`src/sv/sei_pkg.sv`:
```
`default_nettype none
package sei_pkg;

   // sizing
   localparam int MAX_PAYLOAD = 1024;
   localparam int LEN_W       = 11;
   localparam int SIZE_W      = ($clog2(MAX_PAYLOAD + 17) > 9) ?
                                $clog2(MAX_PAYLOAD + 17) : 9;
   localparam int REQ_DATA_W  = 24;
   localparam int CSR_IDX_W   = 2;
   localparam int CSR_DATA_W  = 32;

   // byte constants of the nal unit
   localparam logic [7:0] NAL_SEI   = 8'h06;
   localparam logic [7:0] SEI_UDU   = 8'h05;
   localparam logic [7:0] TRAIL     = 8'h80;
   localparam logic [7:0] EPB       = 8'h03;
   localparam logic [7:0] BYTE_FF   = 8'hFF;
   localparam logic [7:0] BYTE_ZERO = 8'h00;
   localparam logic [7:0] BYTE_ONE  = 8'h01;

   // register indexes and reset values
   localparam logic [CSR_IDX_W-1:0] REG_UUID0 = 2'd0;
   localparam logic [CSR_IDX_W-1:0] REG_UUID1 = 2'd1;
   localparam logic [CSR_IDX_W-1:0] REG_UUID2 = 2'd2;
   localparam logic [CSR_IDX_W-1:0] REG_UUID3 = 2'd3;
   localparam logic [31:0] UUID0_RST = 32'h3F8A2B1C;
   localparam logic [31:0] UUID1_RST = 32'h4D5E6F70;
   localparam logic [31:0] UUID2_RST = 32'h8192A3B4;
   localparam logic [31:0] UUID3_RST = 32'hC5D6E7F8;

   // request kinds
   localparam logic ACT_BEGIN = 1'b0;
   localparam logic ACT_BYTE  = 1'b1;

   typedef enum logic [1:0] {
      ST_OK    = 2'd0,
      ST_LEN   = 2'd1,
      ST_NOMSG = 2'd2
   } status_type;

   typedef enum logic [3:0] {
      S_IDLE, S_START, S_HDR, S_TYPE, S_SIZE, S_UUID,
      S_DATA, S_TRAIL, S_ERR_LEN, S_ERR_MSG
   } state_type;

   typedef enum logic [2:0] {
      SRC_START, SRC_HDR, SRC_TYPE, SRC_SIZE,
      SRC_UUID, SRC_DATA, SRC_TRAIL, SRC_ERR
   } src_type;

   typedef struct packed {
      logic       cap_begin;
      logic       cap_byte;
      logic       emit;
      logic       esc;
      logic       last;
      status_type status;
      src_type    src;
      logic       size_step;
      logic       cnt_clr;
      logic       cnt_inc;
      logic       byte_done;
   } dp_cmd_type;

   typedef struct packed {
      logic len_bad;
      logic msg_ok;
      logic esc_now;
      logic size_ge;
      logic rem_zero;
      logic rem_one;
      logic cnt_end3;
      logic cnt_end15;
      logic out_free;
   } dp_stat_type;

endpackage
`default_nettype wire

```
`src/sv/sei_dp.sv`:
```
`default_nettype none
module sei_dp import sei_pkg::*; (
   input  wire logic                  clock,
   input  wire logic                  reset,
   input  wire logic [REQ_DATA_W-1:0] req_tdata,
   input  wire logic                  csr_we,
   input  wire logic [CSR_IDX_W-1:0]  csr_index,
   input  wire logic [CSR_DATA_W-1:0] csr_wdata,
   input  wire dp_cmd_type            cmd,
   output dp_stat_type                stat,
   output logic                       rsp_tvalid,
   input  wire logic                  rsp_tready,
   output logic [7:0]                 rsp_tdata,
   output logic                       rsp_tlast,
   output logic [1:0]                 rsp_tuser
);

   logic [LEN_W-1:0]  len_in;
   logic [7:0]        data_in;
   logic [31:0]       uuid_ff [4];
   logic [31:0]       uuid_word;
   logic [7:0]        uuid_byte;
   logic [15:0]       hist_ff, hist_in;
   logic [LEN_W-1:0]  rem_ff, rem_in;
   logic              open_ff, open_in;
   logic [SIZE_W-1:0] size_ff, size_in;
   logic [3:0]        cnt_ff, cnt_in;
   logic [7:0]        data_ff, data_in_nx;
   logic              ovalid_ff, ovalid_in;
   logic [7:0]        obyte_ff, obyte_in;
   logic              olast_ff, olast_in;
   logic [1:0]        ostat_ff, ostat_in;
   logic [7:0]        cand;
   logic [7:0]        byte_out;
   logic              size_ge;
   logic              esc_now;
   logic              adv;

   assign data_in = req_tdata[7:0];
   assign len_in  = req_tdata[LEN_W+7:8];

   // uuid register file
   always_ff @(posedge clock) begin
      if (reset) begin
         uuid_ff[0] <= UUID0_RST;
         uuid_ff[1] <= UUID1_RST;
         uuid_ff[2] <= UUID2_RST;
         uuid_ff[3] <= UUID3_RST;
      end else if (csr_we) begin
         unique case (csr_index)
            REG_UUID0: uuid_ff[0] <= csr_wdata;
            REG_UUID1: uuid_ff[1] <= csr_wdata;
            REG_UUID2: uuid_ff[2] <= csr_wdata;
            REG_UUID3: uuid_ff[3] <= csr_wdata;
         endcase
      end
   end

   // uuid byte pick, big-endian within a word
   assign uuid_word = uuid_ff[cnt_ff[3:2]];
   always_comb begin
      case (cnt_ff[1:0])
         2'd0:    uuid_byte = uuid_word[31:24];
         2'd1:    uuid_byte = uuid_word[23:16];
         2'd2:    uuid_byte = uuid_word[15:8];
         default: uuid_byte = uuid_word[7:0];
      endcase
   end

   assign size_ge = size_ff >= SIZE_W'(255);

   // candidate byte for the current step
   always_comb begin
      case (cmd.src)
         SRC_START: cand = (cnt_ff[1:0] == 2'd3) ? BYTE_ONE : BYTE_ZERO;
         SRC_HDR:   cand = NAL_SEI;
         SRC_TYPE:  cand = SEI_UDU;
         SRC_SIZE:  cand = size_ge ? BYTE_FF : size_ff[7:0];
         SRC_UUID:  cand = uuid_byte;
         SRC_DATA:  cand = data_ff;
         SRC_TRAIL: cand = TRAIL;
         default:   cand = BYTE_ZERO;
      endcase
   end

   // emulation prevention: two zeros then a byte of 0..3 gets 0x03 first
   assign esc_now  = cmd.emit && cmd.esc && (hist_ff == 16'h0000) && (cand <= EPB);
   assign adv      = cmd.emit && !esc_now;
   assign byte_out = esc_now ? EPB : cand;

   // message state, history and counters
   always_comb begin
      hist_in    = hist_ff;
      rem_in     = rem_ff;
      open_in    = open_ff;
      size_in    = size_ff;
      cnt_in     = cnt_ff;
      data_in_nx = data_ff;
      if (cmd.cap_byte) begin
         data_in_nx = data_in;
      end
      if (cmd.cap_begin) begin
         rem_in  = len_in;
         open_in = (len_in != '0);
         size_in = SIZE_W'(len_in) + SIZE_W'(16);
      end
      if (cmd.emit && (cmd.status == ST_OK)) begin
         hist_in = {hist_ff[7:0], byte_out};
      end
      if (adv && cmd.size_step && size_ge) begin
         size_in = size_ff - SIZE_W'(255);
      end
      if (cmd.cnt_clr) begin
         cnt_in = '0;
      end else if (adv && cmd.cnt_inc) begin
         cnt_in = cnt_ff + 4'd1;
      end
      if (adv && cmd.byte_done) begin
         rem_in = rem_ff - LEN_W'(1);
         if (rem_ff == LEN_W'(1)) begin
            open_in = 1'b0;
         end
      end
   end

   always_ff @(posedge clock) begin
      if (reset) begin
         hist_ff <= 16'hFFFF;
         rem_ff  <= '0;
         open_ff <= 1'b0;
         cnt_ff  <= '0;
      end else begin
         hist_ff <= hist_in;
         rem_ff  <= rem_in;
         open_ff <= open_in;
         cnt_ff  <= cnt_in;
      end
   end

   always_ff @(posedge clock) begin
      size_ff <= size_in;
      data_ff <= data_in_nx;
   end

   // output register
   always_comb begin
      ovalid_in = ovalid_ff;
      obyte_in  = obyte_ff;
      olast_in  = olast_ff;
      ostat_in  = ostat_ff;
      if (cmd.emit) begin
         ovalid_in = 1'b1;
         obyte_in  = byte_out;
         olast_in  = cmd.last && !esc_now;
         ostat_in  = cmd.status;
      end else if (rsp_tready) begin
         ovalid_in = 1'b0;
      end
   end

   always_ff @(posedge clock) begin
      if (reset) begin
         ovalid_ff <= 1'b0;
      end else begin
         ovalid_ff <= ovalid_in;
      end
   end

   always_ff @(posedge clock) begin
      obyte_ff <= obyte_in;
      olast_ff <= olast_in;
      ostat_ff <= ostat_in;
   end

   assign rsp_tvalid = ovalid_ff;
   assign rsp_tdata  = obyte_ff;
   assign rsp_tlast  = olast_ff;
   assign rsp_tuser  = ostat_ff;

   // status to the controller
   assign stat.len_bad   = {21'd0, len_in} > 32'(MAX_PAYLOAD);
   assign stat.msg_ok    = open_ff && (rem_ff != '0);
   assign stat.esc_now   = esc_now;
   assign stat.size_ge   = size_ge;
   assign stat.rem_zero  = (rem_ff == '0);
   assign stat.rem_one   = (rem_ff == LEN_W'(1));
   assign stat.cnt_end3  = (cnt_ff[1:0] == 2'd3);
   assign stat.cnt_end15 = (cnt_ff == 4'd15);
   assign stat.out_free  = !ovalid_ff || rsp_tready;

endmodule
`default_nettype wire

```
`src/sv/sei_ctrl.sv`:
```
`default_nettype none
module sei_ctrl import sei_pkg::*; (
   input  wire logic        clock,
   input  wire logic        reset,
   input  wire logic        req_tvalid,
   output logic             req_tready,
   input  wire logic        req_tuser,
   input  wire dp_stat_type stat,
   output dp_cmd_type       cmd
);

   state_type state_ff, state_in;
   logic      go;

   always_ff @(posedge clock) begin
      if (reset) begin
         state_ff <= S_IDLE;
      end else begin
         state_ff <= state_in;
      end
   end

   // a step completes when its real byte (not an escape) goes out
   assign go = stat.out_free && !stat.esc_now;

   always_comb begin
      state_in   = state_ff;
      req_tready = 1'b0;
      cmd        = '0;
      cmd.status = ST_OK;
      cmd.src    = SRC_ERR;
      unique case (state_ff)
         S_IDLE: begin
            req_tready = 1'b1;
            if (req_tvalid) begin
               cmd.cap_byte = 1'b1;
               if (req_tuser == ACT_BEGIN) begin
                  if (stat.len_bad) begin
                     state_in = S_ERR_LEN;
                  end else begin
                     cmd.cap_begin = 1'b1;
                     cmd.cnt_clr   = 1'b1;
                     state_in      = S_START;
                  end
               end else if (stat.msg_ok) begin
                  state_in = S_DATA;
               end else begin
                  state_in = S_ERR_MSG;
               end
            end
         end
         S_START: begin
            cmd.src  = SRC_START;
            cmd.emit = stat.out_free;
            if (stat.out_free) begin
               if (stat.cnt_end3) begin
                  cmd.cnt_clr = 1'b1;
                  state_in    = S_HDR;
               end else begin
                  cmd.cnt_inc = 1'b1;
               end
            end
         end
         S_HDR: begin
            cmd.src  = SRC_HDR;
            cmd.esc  = 1'b1;
            cmd.emit = stat.out_free;
            if (go) begin
               state_in = S_TYPE;
            end
         end
         S_TYPE: begin
            cmd.src  = SRC_TYPE;
            cmd.esc  = 1'b1;
            cmd.emit = stat.out_free;
            if (go) begin
               state_in = S_SIZE;
            end
         end
         S_SIZE: begin
            cmd.src       = SRC_SIZE;
            cmd.esc       = 1'b1;
            cmd.emit      = stat.out_free;
            cmd.size_step = 1'b1;
            if (go && !stat.size_ge) begin
               state_in = S_UUID;
            end
         end
         S_UUID: begin
            cmd.src     = SRC_UUID;
            cmd.esc     = 1'b1;
            cmd.emit    = stat.out_free;
            cmd.cnt_inc = 1'b1;
            cmd.last    = stat.cnt_end15 && !stat.rem_zero;
            if (go && stat.cnt_end15) begin
               state_in = stat.rem_zero ? S_TRAIL : S_IDLE;
            end
         end
         S_DATA: begin
            cmd.src       = SRC_DATA;
            cmd.esc       = 1'b1;
            cmd.emit      = stat.out_free;
            cmd.byte_done = 1'b1;
            cmd.last      = !stat.rem_one;
            if (go) begin
               state_in = stat.rem_one ? S_TRAIL : S_IDLE;
            end
         end
         S_TRAIL: begin
            cmd.src  = SRC_TRAIL;
            cmd.esc  = 1'b1;
            cmd.emit = stat.out_free;
            cmd.last = 1'b1;
            if (go) begin
               state_in = S_IDLE;
            end
         end
         S_ERR_LEN: begin
            cmd.status = ST_LEN;
            cmd.emit   = stat.out_free;
            cmd.last   = 1'b1;
            if (stat.out_free) begin
               state_in = S_IDLE;
            end
         end
         S_ERR_MSG: begin
            cmd.status = ST_NOMSG;
            cmd.emit   = stat.out_free;
            cmd.last   = 1'b1;
            if (stat.out_free) begin
               state_in = S_IDLE;
            end
         end
         default: begin
            state_in = S_IDLE;
         end
      endcase
   end

endmodule
`default_nettype wire

```
`src/sv/sei_nal_unit_builder_top.sv`:
```
`default_nettype none
// channel  direction  fields
// req      in         tuser: action; tdata: data_byte [7:0], message_length [18:8]
// rsp      out        tdata: out_byte; tlast: last; tuser: status
// csr      in         write only: uuid_word0..3 at index 0..3
//
// a request is taken while idle, then its results go out one byte per cycle:
// a payload byte as an optional escape and its byte, the last adding the trailing
// byte; a begin as start code, header, type, size and uuid bytes, escapes and an
// optional trailing byte; the rate is set by the single output byte register
// reset is synchronous; an output stall holds the sequencer on its current byte
// the next request is taken once the last result is in the output register
module sei_nal_unit_builder_top import sei_pkg::*; (
   input  wire logic                  clock,
   input  wire logic                  reset,
   input  wire logic                  req_tvalid,
   output logic                       req_tready,
   input  wire logic [REQ_DATA_W-1:0] req_tdata,   // data_byte, message_length, pad
   input  wire logic                  req_tuser,   // action
   output logic                       rsp_tvalid,
   input  wire logic                  rsp_tready,
   output logic [7:0]                 rsp_tdata,   // out_byte
   output logic                       rsp_tlast,
   output logic [1:0]                 rsp_tuser,   // status
   input  wire logic                  csr_we,
   input  wire logic [CSR_IDX_W-1:0]  csr_index,
   input  wire logic [CSR_DATA_W-1:0] csr_wdata
);

   dp_cmd_type  cmd;
   dp_stat_type stat;

   // sequencer
   sei_ctrl u_ctrl (
      .clock      (clock),
      .reset      (reset),
      .req_tvalid (req_tvalid),
      .req_tready (req_tready),
      .req_tuser  (req_tuser),
      .stat       (stat),
      .cmd        (cmd)
   );

   // byte datapath
   sei_dp u_dp (
      .clock      (clock),
      .reset      (reset),
      .req_tdata  (req_tdata),
      .csr_we     (csr_we),
      .csr_index  (csr_index),
      .csr_wdata  (csr_wdata),
      .cmd        (cmd),
      .stat       (stat),
      .rsp_tvalid (rsp_tvalid),
      .rsp_tready (rsp_tready),
      .rsp_tdata  (rsp_tdata),
      .rsp_tlast  (rsp_tlast),
      .rsp_tuser  (rsp_tuser)
   );

endmodule
`default_nettype wire

```
`config.mk`:
```
export PLATFORM = sky130hd
export DESIGN_NAME = sei_nal_unit_builder_top
export DESIGN_NICKNAME = d
export VERILOG_FILES = /design/src/sv/sei_pkg.sv /design/src/sv/sei_dp.sv /design/src/sv/sei_ctrl.sv /design/src/sv/sei_nal_unit_builder_top.sv
export SDC_FILE = /design/constraint.sdc
export NUM_CORES = 1
export LEC_CHECK = 0
export BUFFER_PORTS_ARGS = -buffer_cell sky130_fd_sc_hd__buf_4
export CAP_MARGIN = 20
export CORE_UTILIZATION = 65
export CTS_CLUSTER_DIAMETER = 100
export DETAILED_ROUTE_END_ITERATION = 6
export GPL_TIMING_DRIVEN = 0
export PLACE_DENSITY = 0.85
export SYNTH_ARGS = -nofsm -noshare
export SYNTH_HDL_FRONTEND = slang
export SYNTH_SLANG_ARGS = --single-unit
export TNS_END_PERCENT = 20
```
`constraint.sdc`:
```
create_clock -name clock -period 6.3 [get_ports clock]
set_input_delay 0.945 -clock clock [delete_from_list [all_inputs] [get_ports clock]]
set_output_delay 0.945 -clock clock [all_outputs]
set_load 0.02 [all_outputs]
```
==> flow_summary.json, run 1 <==
{
  "synth_commonest_cells": "edfxtp_1, nand2b_1, nand2_1",
  "finalSetupViolations": 0,
  "layoutNonFillerInstCount": 1098,
  "synth_top_area_cell": "edfxtp_1",
  "max_clock_freq_mhz": 244,
  "chipWidth_um": 124,
  "p_leak_nw": 3.85,
  "cts_buffer_depth": 2,
  "unrepaired_setup_endpoints_after_global_routing": "false",
  "worst_ep_required_time_ns": 6.38,
  "finalWeightedCongestion": 0.940,
  "root_buffer": "clkbuf_16",
  "dr.pass1.iters": 5,
  "stdcell_area_um2": 11000,
  "number_of_enable_type_register_cells_in_the_synthesized_netlist": 158,
  "arrival_ns": 4.18,
  "place_area_um2": 10400,
  "drive_above_1_share_pct": 16.0,
  "netlist_area_um2": 9630,
  "p_per_area_nw_per_um2": 343,
  "tritoncts.num_buffers": 17,
  "critical_path.cell_chain": "inv_1 -> ha_1 -> nand2b_1 -> o22ai_1 -> nor4_1 -> o221ai_1 -> nor4_4 -> and2_4 -> nor3_2 -> buf_6 -> nand2b_1",
  "tritoncts": "yes",
  "cpMostUsedCell": "nand2b_1",
  "cts_hold_buf": 0,
  "globalRoute.totalOverflow": 0,
  "maxCapViolCount": 0,
  "antenna_found_initial": 0,
  "tns_ns": 0,
  "clock-sinks": 197,
  "critPathTopFamily": "simple AND/OR/NAND/NOR gates",
  "detail_route.wirelength_mm": 25.1,
  "syn-instance-count": 812,
  "crit_type": "reg -> reg",
  "synth.distinct_cells": 67,
  "worst_path_cell_with_the_longest_stage_delay": "nor4_1",
  "drt_first_iter_violations": 813,
  "maxSlewViolCount": 0,
  "synth_async_sr_flop_share_pct": 0,
  "vias_per_cell": 6.50,
  "insertion_delay_of_the_later_clocked_pin_in_the_worst_skew_pair_ns": 0.45,
  "synthesis.area_per_instance_um2": 11.9,
  "hpwl_mm": 17.3,
  "cts_resized": 0,
  "post_cts.repair.setup_buffers": 0,
  "worst-slew-pin-transition_ns": 1.04,
  "grt_start_max_net_pins": 33,
  "ios": 77,
  "r2r_setup_slack_ns": 2.20,
  "final.fill_count": 946,
  "antennaDiodeCount": 0,
  "area_growth_syn_to_layout_pct": 14.1,
  "remaining_drc_errors": 0,
  "synth.ff_latch_count": 197,
  "critical_path_peak_fanout": 11,
  "die_area_um2": 15300,
  "synth.most_common_cell": "edfxtp_1",
  "num-nets-final": 975,
  "post_drt_wl_per_cell_um": 22.9,
  "syn_nets": 885,
  "ys.warnings.count": 0,
  "whs_ns": 0.475,
  "final.setup_skew_ns": 0.0134,
  "grt_pass1_vias": 6862,
  "fraction_of_the_cycle_the_final_worst_path_needs_pct": 65.0,
  "final-hold-violation-count": 0,
  "ant_nets": 0,
  "clock_tree.htree_level_count": 4,
  "synth_largest_type_area_fraction_pct": 49.2,
  "status": "complete, no violations",
  "min_period_ns": 4.10,
  "timing.critical_path.buf_inv": 2,
  "first_pass_grt_wire_length_mm": 37.8,
  "startpoint_type": "register",
  "global_route.usage.total_pct": 34.3,
  "row_count": 44,
  "portBuffers": 71,
  "timing.critical_path.to_type": "register",
  "placed_cells_incl_taps": 1067,
  "seq_area_frac_synth_pct": 57.4,
  "clk_pin_slew_worst_paths_ns": 0.07,
  "dieHeight_um": 124,
  "synthFlopType": "edfxtp_1",
  "hold_path_class": "reg -> reg",
  "peakVddDrop_uv": 192,
  "floorplan.initialDensity_pct": 66.5,
  "timing.slew.headroom_pct": 30.8,
  "netlist_top_cells_area": "edfxtp_1, dfxtp_1, nand2b_1",
  "core-area_um2": 14500,
  "timing.critical_path.slowest_cell_delay_ns": 0.65,
  "num_vias": 7134
}
-- layout by cell type, fill, tap and decap left out, types with 6 or more instances in the layout --
cell type / n
nor3_1: 19
buf_6: 9
dfxtp_1: 39
clkbuf_16: 17
mux4_2: 14
o211ai_1: 8
ha_1: 9
nand4_1: 8
o21ai_0: 19
o22ai_1: 11
and2_1: 64
buf_4: 71
and3_1: 11
inv_1: 16
nor4_1: 11
edfxtp_1: 158
a21oi_1: 21
xor2_1: 8
mux2i_1: 48
nand3_1: 41
nor2_1: 27
xnor2_1: 6
nand2b_1: 78
clkbuf_1: 31
inv_6: 6
nand2_1: 70
-- per-layer routing --
metal  track usage (%)  part of all wire [%]  vias to the layer above  routed length [um]
li1                  -                     -                     3199                   -
met1              42.4                    38                     3457                9590
met2              57.4                    50                      398               12500
met3              6.46                   8.4                       80                2100
met4              17.5                   3.7                        0                 934
met5                 0                     0                        -                   0
-- power by group --
part	total (mW)	switching [mW]	internal [mW]
clock	1.09	0.556	0.538
combinational	0.983	0.648	0.334
sequential	1.70	0.0835	1.62
total	3.78	1.29	2.49
-- cell type report --
class	count	area (um^2)	share of cell area, %
multi-input cells	553	3810	34.6
repair buffers	71	533	4.85
clock buffers	17	425	3.87
clock inverters	14	170	1.55
flip-flops and latches	197	5530	50.3
inverters	18	67.6	0.614
plain buffers	44	236	2.15
well taps	184	230	2.09
-- stage by stage --
stage                     setup WS, ns  utilization (%)  total power [mW]
final                             2.20             75.9              3.78
after CTS                         2.28             75.9              3.76
after global placement            2.39             71.8              2.66
after floorplan                   3.35                -              2.34
after global routing              2.06             75.9              3.92
after detailed placement          2.32             71.8              2.69
-- kinds of logic after synthesis --
logic type,Yosys count,synth area share (%)
AND/OR/NAND/NOR,349,19.8
buffers and inverters,62,3.16
AO/OA/AOI/OAI,114,8.35
XOR/XNOR,14,1.27
flip-flops,197,57.4
adder cells (fa/ha/maj),9,1.17
multiplexers,67,8.92
-- state kept, by name (all words and copies together) (netlist names), named ones only --
name and cells:
u_dp.uuid_ff 128, u_dp.hist_ff 16, u_dp.rem_ff 11, u_dp.size_ff 11, u_dp.data_ff 8, u_dp.rsp_tdata 8
u_ctrl.state_ff 4, u_dp.cnt_ff 4, u_dp.rsp_tuser 2, u_dp.open_ff 1, u_dp.rsp_tlast 1, u_dp.rsp_tvalid 1
-- worst paths after layout --
check,startpoint,end,depth (start not counted)
setup reg to reg,u_dp.cnt_ff[0]$_SDFFE_PP0N_,u_dp.size_ff[4]$_DFFE_PP_,11
hold / removal,u_dp.hist_ff[14]$_SDFFE_PP1P_,u_dp.hist_ff[14]$_SDFFE_PP1P_,2
hold reg to reg,u_dp.hist_ff[14]$_SDFFE_PP1P_,u_dp.hist_ff[14]$_SDFFE_PP1P_,2
setup / recovery,u_dp.cnt_ff[0]$_SDFFE_PP0N_,u_dp.size_ff[4]$_DFFE_PP_,11
-- worst reg2reg max path: stages (launching register included) --
cell and delay (ns):
dfxtp_1 0.41, inv_1 0.11, ha_1 0.31, nand2b_1 0.29, o22ai_1 0.20, nor4_1 0.65, o221ai_1 0.46, nor4_4 0.42
and2_4 0.23, nor3_2 0.08, buf_6 0.19, nand2b_1 0.38
Power figures use the tool's default switching activity.
==> run 2, diff against run 1 <==
ABC_AREA = 1   (was unset)
CORE_UTILIZATION = 55   (was 65)
PLACE_DENSITY = 0.77   (was 0.85)
clock period = 3.54 ns   (was 6.3 ns; I/O delays follow)
==> flow_summary.json, run 2 <==
{
  "unrepaired_setup_endpoints_after_global_routing": "false",
  "worst-slew-pin-transition_ns": 0.977,
  "max_clock_freq_mhz": 303,
  "p_per_area_nw_per_um2": 596,
  "timing.critical_path.to_type": "register",
  "arrival_ns": 3.38,
  "netlist_area_um2": 9820,
  "netlist_top_cells_area": "edfxtp_1, nand2_1, dfxtp_1",
  "ff_latch_area_um2": 5530,
  "final_cell_mix": "nand2_1, edfxtp_1, nor2_1",
  "maxCapViolCount": 0,
  "finalWeightedCongestion": 0.965,
  "tns_ns": 0,
  "cts_resized": 0,
  "first_pass_grt_wire_length_mm": 39.1,
  "tritoncts.num_buffers": 17,
  "startpoint_type": "register",
  "tritoncts": "yes",
  "post_cts.repair.setup_buffers": 0,
  "cts_hold_buf": 0,
  "status": "complete, no violations",
  "floorplan.initialDensity_pct": 56.6,
  "share_of_synthesized_area_spent_on_multiplexers_pct": 0,
  "dieHeight_um": 136,
  "critical_path_peak_fanout": 11,
  "final-hold-violation-count": 0,
  "cts_buffer_depth": 2,
  "antenna_found_initial": 0,
  "peakVddDrop_uv": 363,
  "num_vias": 8002,
  "hold_path_class": "in -> reg",
  "remaining_drc_errors": 0,
  "crit_type": "reg -> reg",
  "vias_per_cell": 5.53,
  "synthSimpleGateAreaFrac_pct": 26.5,
  "antennaDiodeCount": 0,
  "dr.pass1.iters": 7,
  "syn_nets": 1193,
  "timing.slew.headroom_pct": 34.9,
  "synth.ff_latch_count": 197,
  "detail_route.wirelength_mm": 25.2,
  "registers_with_the_most_flip_flops": "u_dp.uuid_ff: 128 flops, u_dp.hist_ff: 16 flops",
  "clock_tree.htree_level_count": 4,
  "synth_fa_ha_area_share_pct": 1.15,
  "finalSetupViolations": 0,
  "largest_register_ff_count": 128,
  "synth.distinct_cells": 47,
  "power.total_mw": 6.70,
  "final.fill_count": 1434,
  "mostFrequentLayoutCell": "nand2_1",
  "synthFlopType": "edfxtp_1",
  "r2r_setup_slack_ns": 0.24,
  "p_leak_nw": 4.78,
  "num-nets-final": 1283,
  "synth_top_area_cell": "edfxtp_1",
  "synth_area_in_compound_gates_pct": 6.08,
  "layoutNonFillerInstCount": 1448,
  "synth_async_sr_flop_share_pct": 0,
  "synth_commonest_cells": "nand2_1, edfxtp_1, nor2_1",
  "portBuffers": 70,
  "grt_start_max_net_pins": 33,
  "clk_pin_slew_worst_paths_ns": 0.08,
  "hpwl_mm": 17.3,
  "ant_nets": 0,
  "final.setup_skew_ns": 0.0160,
  "registers.top_by_ff_count": "u_dp.uuid_ff",
  "placed_cells_incl_taps": 1415,
  "synth.most_common_cell": "nand2_1",
  "multi_input_area_um2": 3530,
  "maxSlewViolCount": 0,
  "core-area_um2": 17400,
  "yosys.area_share.xor_xnor_pct": 2.14,
  "globalRoute.totalOverflow": 0,
  "fraction_of_the_cycle_the_final_worst_path_needs_pct": 93.3,
  "number_of_enable_type_register_cells_in_the_synthesized_netlist": 158,
  "root_buffer": "clkbuf_16",
  "global_route.usage.total_pct": 28.6,
  "insertion_delay_of_the_later_clocked_pin_in_the_worst_skew_pair_ns": 0.45,
  "synthesis.area_per_instance_um2": 8.77,
  "drive_above_1_share_pct": 14.1,
  "drt_first_iter_violations": 772,
  "synth_largest_type_area_fraction_pct": 48.3,
  "clock-sinks": 197,
  "ios": 77,
  "chipWidth_um": 136,
  "ys.warnings.count": 0,
  "main_combinational_cell_family_by_area_after_synthesis": "simple AND/OR/NAND/NOR gates",
  "grt_pass1_vias": 7585,
  "area_growth_syn_to_layout_pct": 14.6,
  "row_count": 48,
  "seq_area_frac_synth_pct": 56.3,
  "min_period_ns": 3.30,
  "post_drt_wl_per_cell_um": 17.4,
  "syn-instance-count": 1120,
  "die_area_um2": 18400,
  "worst_ep_required_time_ns": 3.62
}
## run 2: cell count changes in the layout (fill, tap and decap cells not counted), sizes merged, moves of 12 or more
cell,change
a21oi,+14
and2,-65
buf,+16
inv,+107
mux2i,-48
mux4,-14
nand2,+250
nand2b,-78
nand3,+57
nor2,+133
nor4,-12
o21ai,+25
## run 2: path summary, 6_finish.rpt
kind / end / cells past startpoint / from
worst min register to register: u_dp.hist_ff[15]$_SDFFE_PP1P_ / 2 / u_dp.hist_ff[15]$_SDFFE_PP1P_
worst max-delay path: u_dp.size_ff[4]$_DFFE_PP_ / 14 / u_dp.size_ff[0]$_DFFE_PP_
worst max register to register: u_dp.size_ff[4]$_DFFE_PP_ / 14 / u_dp.size_ff[0]$_DFFE_PP_
worst min-delay path: u_dp.data_ff[7]$_DFFE_PP_ / 1 / req_tdata[7]
## run 2: kinds of logic (layout without fill, tap and decap cells)
logic type      Yosys count  in the layout
simple gates            611            611
xor+xnor                 24             24
buf+inv                 175            278
fa+ha+maj                 9              9
flops                   197            197
compound gates          104            104
## run 2: power by group
part           internal [mW]  total, mW  switching (mW)
Sequential              2.88       3.04           0.160
Clock                   1.02       1.99           0.968
Combinational          0.539       1.67            1.13
Total                   4.44       6.70            2.26
## run 2: area by class of cell
type | instances | share of cell area, %
plain buffers | 51 | 2.66
inverters | 124 | 4.18
repair buffers | 71 | 4.77
clock buffers | 18 | 3.81
clock inverters | 14 | 1.57
multi-input cells | 748 | 31.4
flip-flops and latches | 197 | 49.1
well taps | 225 | 2.50
## run 2: worst max-delay path, cell delays in order, from the launching register on
cell,delay (ns)
edfxtp_1,0.50
ha_1,0.28
nand3_1,0.15
nor2_2,0.07
nand3_2,0.09
nand3_2,0.16
o21ai_0,0.37
nand3_1,0.24
nor2_2,0.18
nand3_4,0.16
nand2_4,0.14
nor2_8,0.06
inv_4,0.08
buf_8,0.15
nand2_1,0.32
## run 2: stage by stage
stage / utilization (%) / hold slack [ns] / setup WS, ns / area, um^2
after floorplan: - / 0.443 / 0.988 / 9820
after global placement: 61.2 / 0.455 / 0.259 / 10600
after detailed placement: 61.3 / 0.460 / 0.308 / 10600
after CTS: 64.8 / 0.252 / 0.242 / 11200
after global routing: 64.8 / 0.241 / 0.0153 / 11300
final: 64.8 / 0.256 / 0.237 / 11300
## run 2: per-layer routing
layer	vias up	GRT usage, %	part of all wire [%]
li1	3854	-	-
met3	35	6.36	9.2
met4	0	9.24	1.8
met5	-	0	0
met1	3723	38.3	42
met2	390	46.1	47
==> run 3, diff against run 2 <==
CORE_UTILIZATION = 50   (was 55)
PLACE_DENSITY = 0.71   (was 0.77)
==> flow_summary.json, run 3 (synthesized netlist as in run 2, its figures left out) <==
{
  "grt_pass1_vias": 7521,
  "drive_above_1_share_pct": 14.1,
  "place_ws_ns": 0.209,
  "num-nets-final": 1284,
  "worst_setup_slack_final_ns": 0.128,
  "largest_register_ff_count": 128,
  "ios": 77,
  "post_cts.repair.setup_buffers": 0,
  "arrival_ns": 3.49,
  "num_vias": 7992,
  "grt_start_max_net_pins": 33,
  "antenna_found_initial": 0,
  "tritoncts.num_buffers": 17,
  "detail_route.wirelength_mm": 26.0,
  "chipWidth_um": 142,
  "worst-slew-pin-transition_ns": 0.958,
  "violations_in_the_final_reports": "design-rule violations",
  "area_growth_syn_to_layout_pct": 14.9,
  "power.total_mw": 6.73,
  "floorplan.initialDensity_pct": 51.8,
  "timing.slew.headroom_pct": 35.9,
  "root_buffer": "clkbuf_16",
  "ant_nets": 0,
  "insertion_delay_of_the_later_clocked_pin_in_the_worst_skew_pair_ns": 0.46,
  "p_leak_nw": 4.77,
  "core-area_um2": 19000,
  "finalSetupViolations": 0,
  "remaining_drc_errors": 4,
  "hold_path_class": "in -> reg",
  "clock_tree.htree_level_count": 4,
  "cts_buffer_depth": 2,
  "clock-sinks": 197,
  "finalWeightedCongestion": 0.926,
  "global_route.usage.total_pct": 26.9,
  "final.fill_count": 1689,
  "max_clock_freq_mhz": 293,
  "power_frac_seq_pct": 45.3,
  "timing.critical_path.to_type": "register",
  "r2r_setup_slack_ns": 0.13,
  "fraction_of_the_cycle_the_final_worst_path_needs_pct": 96.4,
  "row_count": 50,
  "maxCapViolCount": 0,
  "critical_path_peak_fanout": 11,
  "startpoint_type": "register",
  "maxSlewViolCount": 0,
  "total_switching_power_mw": 2.29,
  "post_drt_wl_per_cell_um": 17.5,
  "clk_pin_slew_worst_paths_ns": 0.08,
  "die_area_um2": 20200,
  "registers_with_the_most_flip_flops": "u_dp.uuid_ff: 128 flops, u_dp.hist_ff: 16 flops",
  "status": "finished, violations left",
  "dr.pass1.iters": 7,
  "power.share.combinational_pct": 25.3,
  "tritoncts": "yes",
  "drt_first_iter_violations": 728,
  "peakVddDrop_uv": 379,
  "crit_type": "reg -> reg",
  "power.internal_mw": 4.44,
  "registers.top_by_ff_count": "u_dp.uuid_ff",
  "post-route-util_pct": 59.5,
  "pwr-share-clk_pct": 29.4,
  "tns_ns": 0,
  "cts_resized": 0,
  "portBuffers": 70,
  "antennaDiodeCount": 0,
  "final_cell_mix": "nand2_1, edfxtp_1, nor2_1",
  "min_period_ns": 3.41,
  "first_pass_grt_wire_length_mm": 40.1,
  "vias_per_cell": 5.39,
  "dieHeight_um": 142,
  "unrepaired_setup_endpoints_after_global_routing": "false",
  "mostFrequentLayoutCell": "nand2_1",
  "hpwl_mm": 17.6,
  "fraction_of_power_spent_switching_nets_pct": 34.0,
  "final.setup_skew_ns": 0.0184,
  "globalRoute.totalOverflow": 0,
  "worst_ep_required_time_ns": 3.62,
  "cts_hold_buf": 0,
  "p_per_area_nw_per_um2": 596,
  "final-hold-violation-count": 0
}
run 3: cell types whose count changed in the layout (fill, tap and decap cells not counted):
cell	delta
clkbuf_1	-1
clkinv_8	-2
clkinvlp_4	+2
clkinv_1	+2
clkinv_4	-1
buf_4	+1
inv_6	-1
inv_8	+1
run 3: routing by layer:
layer	share of wire (%)	GRT usage [%]
met5	0	0
met3	7.4	5.79
met1	43	35.6
met2	47	43.6
met4	2.4	9.39
run 3: worst paths after layout:
| kind | depth (start not counted) | from | end |
|---|---|---|---|
| max | 13 | u_dp.cnt_ff[1]$_SDFFE_PP0N_ | u_dp.size_ff[9]$_DFFE_PP_ |
| min | 1 | req_tdata[0] | u_dp.data_ff[0]$_DFFE_PP_ |
| max reg2reg | 13 | u_dp.cnt_ff[1]$_SDFFE_PP0N_ | u_dp.size_ff[9]$_DFFE_PP_ |
| min reg2reg | 2 | u_dp.hist_ff[11]$_SDFFE_PP1P_ | u_dp.hist_ff[11]$_SDFFE_PP1P_ |
run 3: stage by stage:
stage | cells | instance area, um^2 | hold slack, ns
final | 1484 | 11300 | 0.244
after global routing | 1484 | 11300 | 0.234
after global placement | 1450 | 10700 | 0.455
after floorplan | 1120 | 9820 | 0.443
after detailed placement | 1450 | 10700 | 0.463
after CTS | 1482 | 11300 | 0.243
run 3: power groups by stage:
stage	Clock (mW)	Sequential, mW	Combinational [mW]
detailed placement	0	3.09	1.68
CTS	1.98	3.04	1.69
finish	1.98	3.04	1.70
global route	2.07	3.07	1.89
floorplan	0	3.14	1.07
global placement	0	3.09	1.67
run 3: final cells by class:
cell class	instances	area, um^2	share of cell area [%]
timing repair buffer	72	544	4.82
multi-input combinational	748	3530	31.3
clock inverter	15	160	1.42
sequential	197	5530	49.0
tap	260	325	2.88
buffer	51	299	2.65
clock buffer	17	425	3.77
inverter	124	470	4.17
run 3: critical path: stages (launching register included):
cell,delay [ns]
dfxtp_1,0.40
ha_1,0.18
buf_2,0.23
clkbuf_1,0.58
a21oi_1,0.17
nand2_1,0.15
nand3_1,0.21
nor2_2,0.21
nand3_4,0.17
nand2_4,0.14
nor2_8,0.06
inv_4,0.08
buf_8,0.15
nand2_1,0.31
